$ cat config.mk
export PLATFORM = sky130hd
export DESIGN_NAME = ssa_port_arb
export DESIGN_NICKNAME = d
export VERILOG_FILES = /design/src/hw/rtl/ssa_pkg.sv /design/src/hw/rtl/ssa_port_arb.sv
export SDC_FILE = /design/constraint.sdc
export NUM_CORES = 1
export LEC_CHECK = 0
export BUFFER_PORTS_ARGS = -buffer_cell sky130_fd_sc_hd__buf_2
export CAP_MARGIN = 5
export CORE_MARGIN = 5
export CORE_UTILIZATION = 52
export DETAILED_ROUTE_END_ITERATION = 8
export PLACE_DENSITY = 0.87
export REMOVE_ABC_BUFFERS = 1
export SLEW_MARGIN = 20
export SYNTH_ARGS = -nofsm -noshare
export SYNTH_HDL_FRONTEND = slang
export SYNTH_SLANG_ARGS = --single-unit
export TNS_END_PERCENT = 100
$ cat constraint.sdc
create_clock -name vclk -period 6.2
set_input_delay 1.86 -clock vclk [all_inputs]
set_output_delay 1.86 -clock vclk [all_outputs]
set_load 0.02 [all_outputs]
$ cat src/hw/rtl/ssa_pkg.sv
// ----------------------------------------------------------------------------
// ssa_pkg
// shared constants and types of the separable switch allocator
// ----------------------------------------------------------------------------
package ssa_pkg;

	// defaults of the top-level parameters
	localparam int DEF_NUM_INPUTS   = 5;
	localparam int DEF_NUM_OUTPUTS  = 5;
	localparam int DEF_VCS_PER_PORT = 4;
	localparam int DEF_VCS_PER_VNET = 2;
	localparam int DEF_AGE_BITS     = 3;

	// fixed field widths of the beats
	localparam int ROUTE_BITS        = 3;
	localparam int INPORT_FIELD_BITS = 3;
	localparam int VC_FIELD_BITS     = 2;

	// stage-one winner of one input port
	typedef struct packed {
		logic                     valid;
		logic [ROUTE_BITS-1:0]    route;
		logic [VC_FIELD_BITS-1:0] vc;
	} ssa_win_t;

	// stage-two grant of one output port
	typedef struct packed {
		logic                         grant;
		logic [INPORT_FIELD_BITS-1:0] inport;
		logic [VC_FIELD_BITS-1:0]     vc;
	} ssa_grant_t;

endpackage

$ cat src/hw/rtl/ssa_port_arb.sv
// ----------------------------------------------------------------------------
// ssa_port_arb
// stage two: round-robin pick of one input port for one output port
// ----------------------------------------------------------------------------
module ssa_port_arb
	import ssa_pkg::*;
#(
	parameter int NUM_INPUTS = DEF_NUM_INPUTS,
	parameter int OUT_INDEX  = 0,
	parameter int IN_PTR_W   = $clog2(NUM_INPUTS)
) (
	input  ssa_win_t            wins [NUM_INPUTS],
	input  logic [IN_PTR_W-1:0] ptr,
	output ssa_grant_t          gnt
);
	localparam int CW = IN_PTR_W + 1;

	logic [NUM_INPUTS-1:0] hit;

	always_comb begin
		for (int p = 0; p < NUM_INPUTS; p++)
			hit[p] = wins[p].valid && (wins[p].route == ROUTE_BITS'(OUT_INDEX));
	end

	always_comb begin
		logic [CW-1:0]       idx;
		logic [IN_PTR_W-1:0] sel;
		gnt = '0;
		for (int j = 0; j < NUM_INPUTS; j++) begin
			idx = CW'(ptr) + CW'(j + 1);
			if (idx >= CW'(NUM_INPUTS))
				idx = idx - CW'(NUM_INPUTS);
			sel = idx[IN_PTR_W-1:0];
			if (!gnt.grant && hit[sel]) begin
				gnt.grant  = 1'b1;
				gnt.inport = INPORT_FIELD_BITS'(sel);
				gnt.vc     = wins[sel].vc;
			end
		end
	end
endmodule

======== Word-level counts from Yosys, hierarchy flattened ========
Index checks and enable logic that the tools add are counted.
W data, S select, Z words.
word-level totals
  bits in registers ....................... 0
  bits of input ports ..................... 33
  output and inout bits ................... 6
  logic and storage cells ................. 83
operators by class
  $add $sub $neg .......................... 10
  magnitude comparators ................... 15
  multiplexer cells ....................... 35
  bitwise gates (word level) .............. 5
  reductions and logical operators ........ 18
operators by type and width
  operator               count
  $bmux W6 S3            5
  $mux W6                5
  $ge A4 B3 Y1 const B   5
  $ge A4 B4 Y1 const B   5
  $lt A3 B4 Y1 const B   5
  $mux W2                10
  $not A3 Y4             5
  $bmux W1 S3            5
  $logic_not A3 Y1       5
  $mux W3                5
  $sub A3 B3 Y3 const B  5
  $logic_and A1 B1 Y1    9
  $add A3 B2 Y4 const B  2
  $add A3 B3 Y4 const B  2
  $mux W1                5
  $add A3 B1 Y4 const B  1
  $logic_not A1 Y1       4

======== Logic depth before layout (Yosys ltp) ========
  depth in word-level cells ............... 20
  gate-level depth with buffers ........... 13
  mapped depth without buffers ............ 12

======== Worst setup path before layout ========
OpenSTA, ideal clock, no wires.
  kind .................................... input to output
  start point ............................. input port ptr[0]
  end point ............................... output port gnt[0] in the netlist's numbering
  data arrival time ....................... 4.366 ns
  data required time ...................... 4.340 ns
  setup slack ............................. -0.026 ns
  stages on the path ...................... 13
  path buffers ............................ 1
  path through ............................ inv_4 -> ha_1 -> inv_1 -> fa_1 -> nand2b_1 -> o21ai_1 -> a2bb2oi_1 -> a221oi_1 -> or2_1 -> buf_2 -> nand2b_1 -> or3_4 -> o221ai_2
RTL lines
  item         line                text
  from (decl)  ssa_port_arb.sv:13  input logic [IN_PTR_W-1:0] ptr,
  to (decl)    ssa_port_arb.sv:14  output ssa_grant_t gnt

==> results summary <==
The average size of a mapped cell came out at 7.85 sq um. The routed wire length is between 7000 and 8000 um. The slack of the critical path is -0.0741 ns. In the final layout, the share of cells above drive strength 1 is between 50% and 60%. By area the synthesized netlist is led by sky130_fd_sc_hd__mux2i_1, sky130_fd_sc_hd__ha_1, sky130_fd_sc_hd__nand2_1. For this design the ratio of total power to cell area is between 100 and 150 nW/um^2. The largest individual stage delay along the critical path comes from the cell sky130_fd_sc_hd__fa_2. Before CTS, the worst setup slack after placement is -0.212 ns. Once detail routing completed, the nets flagged for antenna violations numbered 0. The floorplan step set the die height to 66.7 um.

The number of vias per cell after detailed routing came out at 6.95. The critical path goes through buf_8 > inv_6 > ha_4 > inv_4 > fa_2 > inv_2 > nand3_1 > a2bb2oi_2 > a221oi_4 > or2_4 > nand2b_4 > or3_4 > o221ai_2 > buf_4. In this run the static leakage power is 1.09 nW. In the synthesized netlist, the number of instances is ~210. Setup repair after global routing could not meet its margin everywhere. The area of the core came out at 3080 sq um. The critical path class is input pin to primary output. The worst-case IR drop observed on VDD is 54.9 uV. Tracing the worst setup path back leads to its startpoint at ptr[0]. The synthesized area is 1670 sq um. Of all cell types, the one taking the most synthesized area is sky130_fd_sc_hd__mux2i_1.

The number of warnings issued by yosys is 0. The worst setup path is launched from an input pin. The worst stage delay on the critical path is between 0.4 and 0.5 ns.

Across the whole layout, storage elements account for 0 sq um. The final net count came out at 344. The transition time at the pin with the least slew margin came out at 0.857 ns. The detailed-route via count came out at between 2,000 and 2,500. The data arrival time of the critical path is 4.41 ns. The die area came out at 4450 sq um. The starting density of the core is ~54%. The first detailed-routing pass ran for 5 iterations. The number of antenna violations at the first check in global routing is 0. The top achievable clock speed is approximately 160 MHz. On the critical path the largest part of the delay comes from simple AND/OR/NAND/NOR gates.

The final critical-path required period came out at approximately 6.3 ns. The filler cell count in the final layout came out at 183. Compared with the post-synthesis result, the final layout area differs by 51.9%. The sum of buffers and inverters on the critical path came out at 5.

The final count of hold timing violations is 0. After detailed routing, the number of remaining DRC violations is 0. The run finished, with violations left. The worst-path maximum fanout is 6. By count the netlist is led by sky130_fd_sc_hd__nand2_1, sky130_fd_sc_hd__mux2i_1, sky130_fd_sc_hd__a21oi_1, sky130_fd_sc_hd__nor2_1. The count of buffers added on input and output ports is 39. The data required time at the worst endpoint is 4.34 ns.

The initial DRC count came out at 348. The multi-input combinational cells in the finished layout cover a total of 1800 sq um. The initialized floorplan defines 20 standard-cell rows.

In the global route stage, overall resource usage came out at 27.4%. The final reports fail on setup timing. The routed length per placed instance is 21.3 um.

The final count of negative-setup-slack endpoints is 5. The first-pass GRT wire length came out at between 9000 and 10,000 um. The max-slew violation total from the final report came out at 0. The total grt overflow is 0. The path class of the tightest hold or removal check is input pin to primary output. Across the run, the number of max-cap violations was 0.

The half-perimeter wire length of the detailed placement result came out at 4750 um. The worst setup path is captured at a primary output. After synthesis, flip-flops and latches occupy 0% of the total area. The sequential cell count of the final layout is 0. The x dimension of the die is 66.7 um.

The global placer's final weighted congestion came out at 0.965. The antenna diode count is 0. The worst hold path begins at wins[0].

39 I/O pins were placed. The worst slew margin relative to its limit is 42.1%. By instance count, the leading cell after synthesis is sky130_fd_sc_hd__nand2_1. Entering global routing, the biggest net connects 12 pins. The unique cell type count in the Yosys netlist is 66.

The number of global-route vias before repair came out at 2,128. The share of the synthesized area in the top cell type is about an eighth. Cells fill 82.5% of the core in the end.

The portion of the clock cycle consumed by the worst path in the final layout came out at 101%. The number of clock buffers in the layout is 0.
[worst paths after layout]
kind                  endpoint  slack, ns  cells past startpoint
worst max-delay path    gnt[3]      -0.07                     14
worst min-delay path    gnt[0]       4.22                      4
[layout make-up]
class,instances,share of cell area (%)
multi-input cells,195,70.8
repair buffers,91,24.8
inverters,12,2.22
well taps,44,2.17
[cells by family (layout without fill, tap and decap cells)]
logic type / Yosys count / in the layout / synth area share, %
buffers and inverters: 19 / 103 / 5.99
AO/OA/AOI/OAI: 70 / 70 / 33.5
multiplexers: 25 / 25 / 17.2
AND/OR/NAND/NOR: 84 / 85 / 31.4
XOR/XNOR: 4 / 4 / 3.22
adder cells (fa/ha/maj): 11 / 11 / 8.68
[stage by stage]
| step | cells | setup TNS [ns] | hold WS, ns | power [mW] | instance area, sq um |
|---|---|---|---|---|---|
| after floorplan | 206 | 0 | 3.94 | 0.127 | 1620 |
| after global placement | 335 | -0.339 | 4.18 | 0.208 | 2230 |
| final | 342 | -0.276 | 4.22 | 0.264 | 2540 |
| after detailed placement | 335 | -0.838 | 4.18 | 0.213 | 2230 |
| after global routing | 342 | -0.761 | 4.26 | 0.278 | 2540 |
| after CTS | 335 | 0 | 4.20 | 0.223 | 2290 |
[power breakdown]
group / internal (mW) / leakage (nW) / switching, mW
clock: 0 / 0 / 0
combinational: 0.123 / 1.09 / 0.141
sequential: 0 / 0 / 0
total: 0.123 / 1.09 / 0.141
[metal layers]
layer | GRT usage, % | vias up | share of wire (%)
li1 | - | 1001 | -
met1 | 33.0 | 1089 | 36
met2 | 47.9 | 231 | 47
met3 | 3.37 | 55 | 12
met4 | 12.2 | 0 | 5.5
met5 | 0 | - | 0
[layout by cell type, fill, tap and decap left out, types with 3 or more instances in the layout]
cell                       Yosys  routed
sky130_fd_sc_hd__nor2_1       11       9
sky130_fd_sc_hd__a21oi_1      11       7
sky130_fd_sc_hd__nor2b_1       4       4
sky130_fd_sc_hd__o21ai_2       4       5
sky130_fd_sc_hd__buf_2         3      31
sky130_fd_sc_hd__o221ai_2      4       4
sky130_fd_sc_hd__ha_1         10       3
sky130_fd_sc_hd__or4b_1        3       3
sky130_fd_sc_hd__xnor2_1       3       3
sky130_fd_sc_hd__or3_1         3       3
sky130_fd_sc_hd__nor4b_1       3       3
sky130_fd_sc_hd__mux4_2        3       3
sky130_fd_sc_hd__nand3_1       7       7
sky130_fd_sc_hd__nor3_1        6       6
sky130_fd_sc_hd__ha_4          0       5
sky130_fd_sc_hd__nand2_1      23      20
sky130_fd_sc_hd__a21o_1        3       3
sky130_fd_sc_hd__a21oi_2       1       5
sky130_fd_sc_hd__a31oi_1       3       3
sky130_fd_sc_hd__nand2b_1      7       5
sky130_fd_sc_hd__mux2i_1      22      21
sky130_fd_sc_hd__nand2b_4      1       3
sky130_fd_sc_hd__inv_2         1       3
sky130_fd_sc_hd__a22oi_1       6       6
sky130_fd_sc_hd__inv_1        10       6
sky130_fd_sc_hd__buf_4         0      56
[what timing repair did]
item                                    CTS  global route
hold buffers                              0             0
pin swaps                                 2            20
cloned                                    0             1
endpoints found under the setup margin    5             6
resized for setup                        15            46
buffers inserted                          0             6
Power figures use the tool's default switching activity.
