## config.mk

```make
export PLATFORM = sky130hd
export DESIGN_NAME = ssa_vc_arb
export DESIGN_NICKNAME = d
export VERILOG_FILES = /design/src/hw/rtl/ssa_pkg.sv /design/src/hw/rtl/ssa_vc_arb.sv
export SDC_FILE = /design/constraint.sdc
export NUM_CORES = 1
export LEC_CHECK = 0
export BUFFER_PORTS_ARGS = -buffer_cell sky130_fd_sc_hd__buf_2
export CAP_MARGIN = 40
export CORE_MARGIN = 2
export CORE_UTILIZATION = 53
export DETAILED_ROUTE_END_ITERATION = 16
export PLACE_DENSITY = 0.95
export SLEW_MARGIN = 0
export SYNTH_ARGS = -nofsm -noshare
export SYNTH_HDL_FRONTEND = slang
export SYNTH_SLANG_ARGS = --single-unit
```

## constraint.sdc

```tcl
create_clock -name vclk -period 3.8
set_clock_uncertainty 0.2 [all_clocks]
set_input_delay 0.19 -clock vclk [all_inputs]
set_output_delay 0.19 -clock vclk [all_outputs]
set_load 0.02 [all_outputs]
```

## src/hw/rtl/ssa_pkg.sv

```systemverilog
// ----------------------------------------------------------------------------
// ssa_pkg
// shared constants and types of the separable switch allocator
// ----------------------------------------------------------------------------
package ssa_pkg;

	// defaults of the top-level parameters
	localparam int DEF_NUM_INPUTS   = 5;
	localparam int DEF_NUM_OUTPUTS  = 5;
	localparam int DEF_VCS_PER_PORT = 4;
	localparam int DEF_VCS_PER_VNET = 2;
	localparam int DEF_AGE_BITS     = 3;

	// fixed field widths of the beats
	localparam int ROUTE_BITS        = 3;
	localparam int INPORT_FIELD_BITS = 3;
	localparam int VC_FIELD_BITS     = 2;

	// stage-one winner of one input port
	typedef struct packed {
		logic                     valid;
		logic [ROUTE_BITS-1:0]    route;
		logic [VC_FIELD_BITS-1:0] vc;
	} ssa_win_t;

	// stage-two grant of one output port
	typedef struct packed {
		logic                         grant;
		logic [INPORT_FIELD_BITS-1:0] inport;
		logic [VC_FIELD_BITS-1:0]     vc;
	} ssa_grant_t;

endpackage

```

## src/hw/rtl/ssa_vc_arb.sv

```systemverilog
// ----------------------------------------------------------------------------
// ssa_vc_arb
// stage one: round-robin pick of one eligible vc of one input port
// ----------------------------------------------------------------------------
module ssa_vc_arb
	import ssa_pkg::*;
#(
	parameter int NUM_OUTPUTS  = DEF_NUM_OUTPUTS,
	parameter int VCS_PER_PORT = DEF_VCS_PER_PORT,
	parameter int VCS_PER_VNET = DEF_VCS_PER_VNET,
	parameter int AGE_BITS     = DEF_AGE_BITS,
	parameter int NUM_VNETS    = VCS_PER_PORT / VCS_PER_VNET,
	parameter int VNET_W       = (NUM_VNETS < 1) ? 1 : NUM_VNETS,
	parameter int VC_PTR_W     = $clog2(VCS_PER_PORT)
) (
	input  logic [VCS_PER_PORT-1:0]            req_bits,
	input  logic [VCS_PER_PORT-1:0]            cred_bits,
	input  logic [VCS_PER_PORT*ROUTE_BITS-1:0] route_bits,
	input  logic [VCS_PER_PORT*AGE_BITS-1:0]   age_bits,
	input  logic [VNET_W-1:0]                  ordered,
	input  logic [VC_PTR_W-1:0]                ptr,
	output ssa_win_t                           win
);
	localparam int CW = VC_PTR_W + 1;

	logic [VCS_PER_PORT-1:0] elig;

	for (genvar c = 0; c < VCS_PER_PORT; c++) begin : g_vc
		localparam int VN = c / VCS_PER_VNET;
		logic [ROUTE_BITS-1:0] rt;
		logic [AGE_BITS-1:0]   ag;
		logic                  blocked;
		logic                  in_range;

		assign rt = route_bits[c*ROUTE_BITS +: ROUTE_BITS];
		assign ag = age_bits[c*AGE_BITS +: AGE_BITS];
		assign in_range = ({1'b0, rt} < (ROUTE_BITS+1)'(NUM_OUTPUTS));

		if (VN < NUM_VNETS) begin : g_ord
			// in an ordered vnet, an older requesting sibling to the same output holds this vc back
			always_comb begin
				blocked = 1'b0;
				for (int k = 0; k < VCS_PER_VNET; k++) begin
					if (req_bits[VN*VCS_PER_VNET + k] &&
					    route_bits[(VN*VCS_PER_VNET + k)*ROUTE_BITS +: ROUTE_BITS] == rt &&
					    age_bits[(VN*VCS_PER_VNET + k)*AGE_BITS +: AGE_BITS] < ag)
						blocked = 1'b1;
				end
				blocked = blocked & ordered[VN];
			end
		end else begin : g_free
			assign blocked = 1'b0;
		end

		assign elig[c] = req_bits[c] & cred_bits[c] & in_range & ~blocked;
	end

	always_comb begin
		logic [CW-1:0]         idx;
		logic [VC_PTR_W-1:0]   sel;
		win = '0;
		for (int j = 0; j < VCS_PER_PORT; j++) begin
			idx = CW'(ptr) + CW'(j + 1);
			if (idx >= CW'(VCS_PER_PORT))
				idx = idx - CW'(VCS_PER_PORT);
			sel = idx[VC_PTR_W-1:0];
			if (!win.valid && elig[sel]) begin
				win.valid = 1'b1;
				win.route = route_bits[sel*ROUTE_BITS +: ROUTE_BITS];
				win.vc    = VC_FIELD_BITS'(sel);
			end
		end
	end
endmodule

```

# Yosys cells after proc, flatten, opt, wreduce, memory -nomap -nowiden
# Cells that the tools add are included.
# word_totals
ff_bits	0
in_bits	36
# op_classes
add_sub_neg	8
mul	4
n_lt_le_gt_ge	20
eq_ne	4
shifts	4
n_mux	24
n_bitwise	20
n_reduce_logical	18
# op_table
op	count
12-bit by 5-bit indexed part select with 3-bit output	4
3-bit less-than comparator	8
6-bit 2-to-1 mux	4
1-bit bitwise AND	16
2-bit by 2-bit multiplier with 4-bit output (second input constant)	4
1-bit logical AND	15
3-bit equality test	4
3-bit greater-or-equal comparator (second input constant)	4
2-bit by 3-bit less-than comparator with 1-bit output (second input constant)	4
3-bit less-than comparator (second input constant)	4
1-bit 2-to-1 mux	12
1-bit binary-select mux with 2-bit select	4
2-bit 2-to-1 mux	4
2-bit by 1-bit subtractor with 2-bit output (second input constant)	4
2-bit by 2-bit adder with 3-bit output (second input constant)	2
1-bit NOT	4
2-bit by 1-bit adder with 3-bit output (second input constant)	1
2-bit by 3-bit adder with 3-bit output (second input constant)	1
1-bit logical NOT	3

# Longest topological paths before layout
# Gate-level depths: netlist of run 1.
# depth
ltp_word	20
mapped_depth	10
mapped_depth_nobuf	9

# Worst setup path after synthesis of run 1
# Ideal clock, no wire load.
# synth_path
path_type	input to output
start	input port age_bits[11]
end	output port win[4] in the netlist's numbering
arrival_time_ps	2165
required_time_ps	3410
setup_slack_ps	1245
cell_stages	10
path_buffers	1
cell_sequence	inv_1 > ha_1 > and3_1 > a211oi_1 > a21o_1 > clkbuf_1 > and4_1 > a31oi_1 > and3_1 > o221ai_1
# synth_rtl
item	line_no	text
start, declared	ssa_vc_arb.sv:19	input logic [VCS_PER_PORT*AGE_BITS-1:0] age_bits,
end, declared	ssa_vc_arb.sv:22	output ssa_win_t win

==> reports/qor.csv, run 1 <==
stage,metric,value,unit
outcome,status,"finished, final reports clean",
timing,Max Clock Freq,0.3332,GHz
timing,actual slew at the worst max-slew pin,0.7472,ns
run,Max Cap Viol,0,
timing,TNS Setup,0,ns
power,Cell Pwr Density,124.1,nW/µm²
worst_setup_path,Critical Path Source,age_bits[8],
synth,Cell variety after synth,46,
hold_path,WHS Path Cells,4,
synth,synth top area cells,"ha_1 (9.0%), xnor2_1 (6.3%), a21oi_1 (6.0%), nand3_1 (5.4%), mux2i_1 (4.8%)",
timing,unrepaired setup endpoints after global routing,no,
route,wire per inst,15.21,µm
power,Comb pwr share,1.000,
finish,post-route cell area,1054,µm²
timing,final hold vios,0,
global_route,initial antenna violation count,0,
finish,Layout Utilization,0.7076,
power,switching portion of total power,0.5894,
finish,most frequent cells in the layout,"buf_2 (42), inv_1 (10), a21oi_1 (10), nand2_1 (10)",
power,Internal,53.67,µW
worst_setup_path,WS Path Type,in2out,
worst_setup_path,crit start category,primary input,
route,vias per inst,6.809,
finish,"commonest non-fill, non-tap cell in the layout",buf_2,
route,Initial DRC Count,84,
global_route,first-pass GRT wire length,4.540,mm
finish,synthesis-to-layout area growth,25.67,%
worst_setup_path,"Req. time, crit path",3.41,ns
route,Detailed Route WL,2.783,mm
route,Detailed Routing Iterations Pass 1,4,
route,DR DRC count,0,
finish,antenna diode count,0,
finish,final layout net count,211,
hold_path,hold path start,route_bits[10],
power,clock power share,0,
global_route,largest net degree at the start of global routing,22,
floorplanning,DIE AREA,1916,µm²
finish,FFs & Latches,0,
finish,FF+latch area,0,µm²
route,Antenna Nets Post-Route,0,
power,static leakage,0.0005114,µW
clocking,cts hold-fix bufs,0,
floorplanning,Vert. Die Dim,43.77,µm
worst_setup_path,"Arr. time, crit path",2.61,ns
floorplanning,io pins,42,
floorplanning,Starting Density,0.5630,
synth,Synth top area share,0.08955,
timing,Slew HR,0.5009,
power,switching power,77.05,µW
placed_design,gpl congestion,1.054,
finish,clkbuf count,0,
timing,min cycle time layout,3.001,ns
placed_design,DP Area,1054,µm²
floorplanning,Core ar.,1489,µm²
synth,fraction of the yosys area taken by sequential cells,0,
hold_path,hold path endpoint,win[3],
synth,synthesized area per cell,6.498,µm²
synth,Synth Instances,129,
worst_setup_path,Setup crit end kind,primary output,
route,via count,1246,
timing,Final Cycle Share,0.7897,
hold_path,Hold Path Class,in2out,
placed_design,HPWL Detailed,2.286,mm
floorplanning,DIE WIDTH,43.77,µm
timing,fin. max-slew vios,0,
clocking,Post-CTS Setup Bufs,0,
synth,largest area contributor in the netlist,ha_1,
synth,Ys Warns,0,
clocking,CTS resizes,0,
synth,Synth Cell Area,838.3,µm²
power,Reg power frac,0,
global_route,gr ovfl total,0,
placed_design,Port Buffer Count,42,
global_route,Total Routing Usage GR,0.2970,
finish,layout cells sized above 1,0.2814,
global_route,vias in the first global route,1107,
floorplanning,Core Rows,14,
timing,final setup violation count,0,
worst_setup_path,worst-path fanout max,10,
synth,post-synthesis net count,171,
power,worst vdd ir,0.00006546,V
[worst max-delay path, cell delays in order]
cell and delay, ns:
buf_2 0.10, ha_1 0.30, a21oi_1 0.19, nand3_1 0.14
o21bai_1 0.62, nand2_1 0.19, o32a_1 0.40, o22a_1 0.22
nand4_1 0.08, buf_2 0.17
[layer usage]
layer | vias up | GRT usage | share of wire
met5 | - | 0 | 0
met4 | 0 | 0.1030 | 0.027
met3 | 18 | 0.02917 | 0.12
met2 | 105 | 0.5382 | 0.47
met1 | 537 | 0.3580 | 0.38
li1 | 586 | - | -
[synth_stat cells, types with 3 or more instances]
cell      instances
mux2_2            3
xnor2_1           6
nand3_1           9
nand4_1           6
o21ai_0           6
a21oi_1          10
and3_1            3
clkbuf_1          3
nand2_1          10
inv_1            10
mux2i_1           4
nor3_1            3
ha_1              6
nor2_1            9
[cell families after synthesis]
logic type | Yosys count | synth area share
xor+xnor | 6 | 0.06269
fa+ha+maj | 6 | 0.08955
buf+inv | 15 | 0.06716
mux | 7 | 0.08806
compound gates | 46 | 0.3911
simple gates | 49 | 0.3015
[worst max-delay path by stage]
stage                  end  slack (ns)  cells past startpoint
floorplan           win[4]        1.25                     10
global placement    win[3]        0.92                     10
global route        win[4]        0.54                     10
detailed placement  win[3]        0.91                     10
finish              win[3]        0.80                     10
CTS                 win[3]        0.90                     10
[power by group through the flow]
stage,Sequential [µW],Combinational (µW),Clock (µW)
4_1_cts,0,129,0
2_1_floorplan,0,80.6,0
6_report,0,131,0
5_1_grt,0,144,0
3_5_place_dp,0,128,0
3_3_place_gp,0,123,0
[area by class of cell]
class	instances	area (µm²)
Fill cell	129	435.4
Timing Repair Buffer	42	210.2
Inverter	11	41.29
Multi-Input combinational cell	114	782.0
Tap cell	16	20.02
[through the flow]
| stage | instances | hold WS, ns | worst slack [ns] | power (µW) |
|---|---|---|---|---|
| after floorplan | 129 | 0.4159 | 1.245 | 80.63 |
| after global placement | 183 | 0.6111 | 0.9162 | 123.3 |
| after detailed placement | 183 | 0.6300 | 0.9131 | 128.1 |
| after CTS | 183 | 0.6329 | 0.9036 | 128.7 |
| after global routing | 183 | 0.6546 | 0.5364 | 144.3 |
| final | 183 | 0.6409 | 0.7992 | 130.7 |
(Power assumes the default switching activity.)
==> run 2, diff against run 1 <==
- CORE_UTILIZATION: 53 -> 49
- clock period: 3.8 -> 3.1 ns (I/O delays scaled with it)
==> reports/qor.csv, run 2 (same netlist as run 1, synthesis figures left out) <==
stage,metric,value,unit,change
global_route,initial antenna violation count,0,,unchanged
global_route,largest net degree at the start of global routing,22,,unchanged
floorplanning,Vert. Die Dim,45.36,µm,was 43.77 µm
floorplanning,DIE WIDTH,45.36,µm,was 43.77 µm
finish,most frequent cells in the layout,"buf_2 (42), inv_1 (10), a21oi_1 (10), nand2_1 (10)",,unchanged
timing,fin. max-slew vios,0,,unchanged
route,vias per inst,6.717,,was 6.809
global_route,Total Routing Usage GR,0.2718,,was 0.2970
placed_design,pre-CTS setup slack,0.2514,ns,was 0.9131 ns
global_route,vias in the first global route,1073,,was 1107
worst_setup_path,Critical Path Source,age_bits[5],,was age_bits[8]
placed_design,gpl congestion,0.9398,,was 1.054
worst_setup_path,worst-path fanout max,6,,was 10
power,worst vdd ir,0.00007481,V,was 0.00006546 V
worst_setup_path,WS Path Type,in2out,,unchanged
placed_design,Placed Cells,184,,was 183
finish,"commonest non-fill, non-tap cell in the layout",buf_2,,unchanged
finish,final layout net count,212,,was 211
finish,FF+latch area,0,µm²,unchanged
worst_setup_path,CP max stage cell,o31ai_2,,was o21bai_1
finish,clkbuf count,0,,unchanged
power,Cell Pwr Density,150.1,nW/µm²,was 124.1 nW/µm²
floorplanning,io pins,42,,unchanged
worst_setup_path,"slowest stage delay, CP",0.50,ns,was 0.62 ns
worst_setup_path,cell chain of the critical path,"buf_2, inv_1, ha_1, a21oi_1, and2_1, o31ai_2, nand2_1, o31ai_1, a21oi_1, o221ai_1, buf_2",,"was buf_2, ha_1, a21oi_1, nand3_1, o21bai_1, nand2_1, o32a_1, o22a_1, nand4_1, buf_2"
hold_path,Hold Path Class,in2out,,unchanged
global_route,gr ovfl total,0,,unchanged
finish,layout cells sized above 1,0.2917,,was 0.2814
worst_setup_path,crit start category,primary input,,unchanged
floorplanning,Starting Density,0.5377,,was 0.5630
finish,final cell count without fillers,184,,was 183
route,wire per inst,14.33,µm,was 15.21 µm
worst_setup_path,"Arr. time, crit path",2.53,ns,was 2.61 ns
finish,Layout Utilization,0.6830,,was 0.7076
floorplanning,DIE AREA,2058,µm²,was 1916 µm²
timing,Max Clock Freq,0.3462,GHz,
global_route,first-pass GRT wire length,4.353,mm,was 4.540 mm
timing,Slew HR,0.5994,,was 0.5009
clocking,Post-CTS Setup Bufs,0,,unchanged
timing,final setup violation count,0,,unchanged
worst_setup_path,WP buf/inv,3,,was 2
floorplanning,Core ar.,1559,µm²,was 1489 µm²
run,Max Cap Viol,0,,unchanged
timing,final hold vios,0,,unchanged
power,static leakage,0.0005165,µW,was 0.0005114 µW
placed_design,HPWL Detailed,2.167,mm,was 2.286 mm
hold_path,hold path start,route_bits[10],,unchanged
route,Initial DRC Count,63,,was 84
route,Antenna Nets Post-Route,0,,unchanged
finish,FFs & Latches,0,,unchanged
finish,Fillers,137,,was 129
route,Detailed Routing Iterations Pass 1,4,,unchanged
placed_design,Port Buffer Count,42,,unchanged
timing,min cycle time layout,2.889,ns,
worst_setup_path,Setup crit end kind,primary output,,unchanged
worst_setup_path,Crit path max-delay family,compound AO/OA/AOI/OAI gates,,unchanged
worst_setup_path,"Req. time, crit path",2.74,ns,was 3.41 ns
timing,setup slack after layout,0.2113,ns,was 0.7992 ns
timing,TNS Setup,0,ns,unchanged
timing,actual slew at the worst max-slew pin,0.5858,ns,was 0.7472 ns
timing,Final Cycle Share,0.9318,,
finish,synthesis-to-layout area growth,27.01,%,was 25.67%
finish,antenna diode count,0,,unchanged
route,DR DRC count,0,,unchanged
timing,unrepaired setup endpoints after global routing,no,,unchanged
floorplanning,Core Rows,14,,unchanged
outcome,status,"finished, final reports clean",,unchanged
route,Detailed Route WL,2.637,mm,was 2.783 mm
route,via count,1236,,was 1246
-- run 2: changes by cell type in the layout (fill, tap and decap cells not counted), sizes merged --
cell,previous run,this run
buf,42,43
-- run 2: where the power goes --
| group | internal (µW) | switching, µW | total [µW] |
|---|---|---|---|
| Combinational | 66.5 | 93.3 | 160 |
| Clock | 0 | 0 | 0 |
| Sequential | 0 | 0 | 0 |
| Total | 66.5 | 93.3 | 160 |
-- run 2: final timing paths --
check | depth (start not counted) | endpoint | slack, ns
worst max-delay path | 11 | win[4] | 0.21
worst min-delay path | 4 | win[3] | 0.57
-- run 2: area by class of cell --
| type | count | area, µm² | share of cell area |
|---|---|---|---|
| inverters | 11 | 41.29 | 0.03878 |
| multi-input cells | 114 | 785.8 | 0.7380 |
| well taps | 16 | 20.02 | 0.01880 |
| repair buffers | 43 | 217.7 | 0.2045 |
-- run 2: tightest hold or removal path: stages --
cell and delay, ns:
buf_2 0.12, a2bb2oi_1 0.08, nand4_1 0.09, buf_2 0.16
-- run 2: what timing repair did --
action / 4_1_cts / 5_1_grt
hold buffers: 0 / 0
endpoints found under the setup margin: 0 / 1
gates resized for setup: 0 / 1
-- run 2: per-layer routing --
metal,global-route usage,share of wire,vias to the layer above
met5,0,0,-
met4,0.05294,0.022,0
met3,0.02800,0.11,11
met2,0.5171,0.48,87
met1,0.3238,0.39,558
li1,-,-,580
-- run 2: metrics by stage --
step	hold slack, ns	total power, µW	cell area [µm²]
after floorplan	0.3459	98.83	838.3
after global placement	0.5556	152.5	1061
after detailed placement	0.5548	156.3	1061
after CTS	0.5553	157.0	1061
after global routing	0.5948	175.5	1065
final	0.5653	159.8	1065
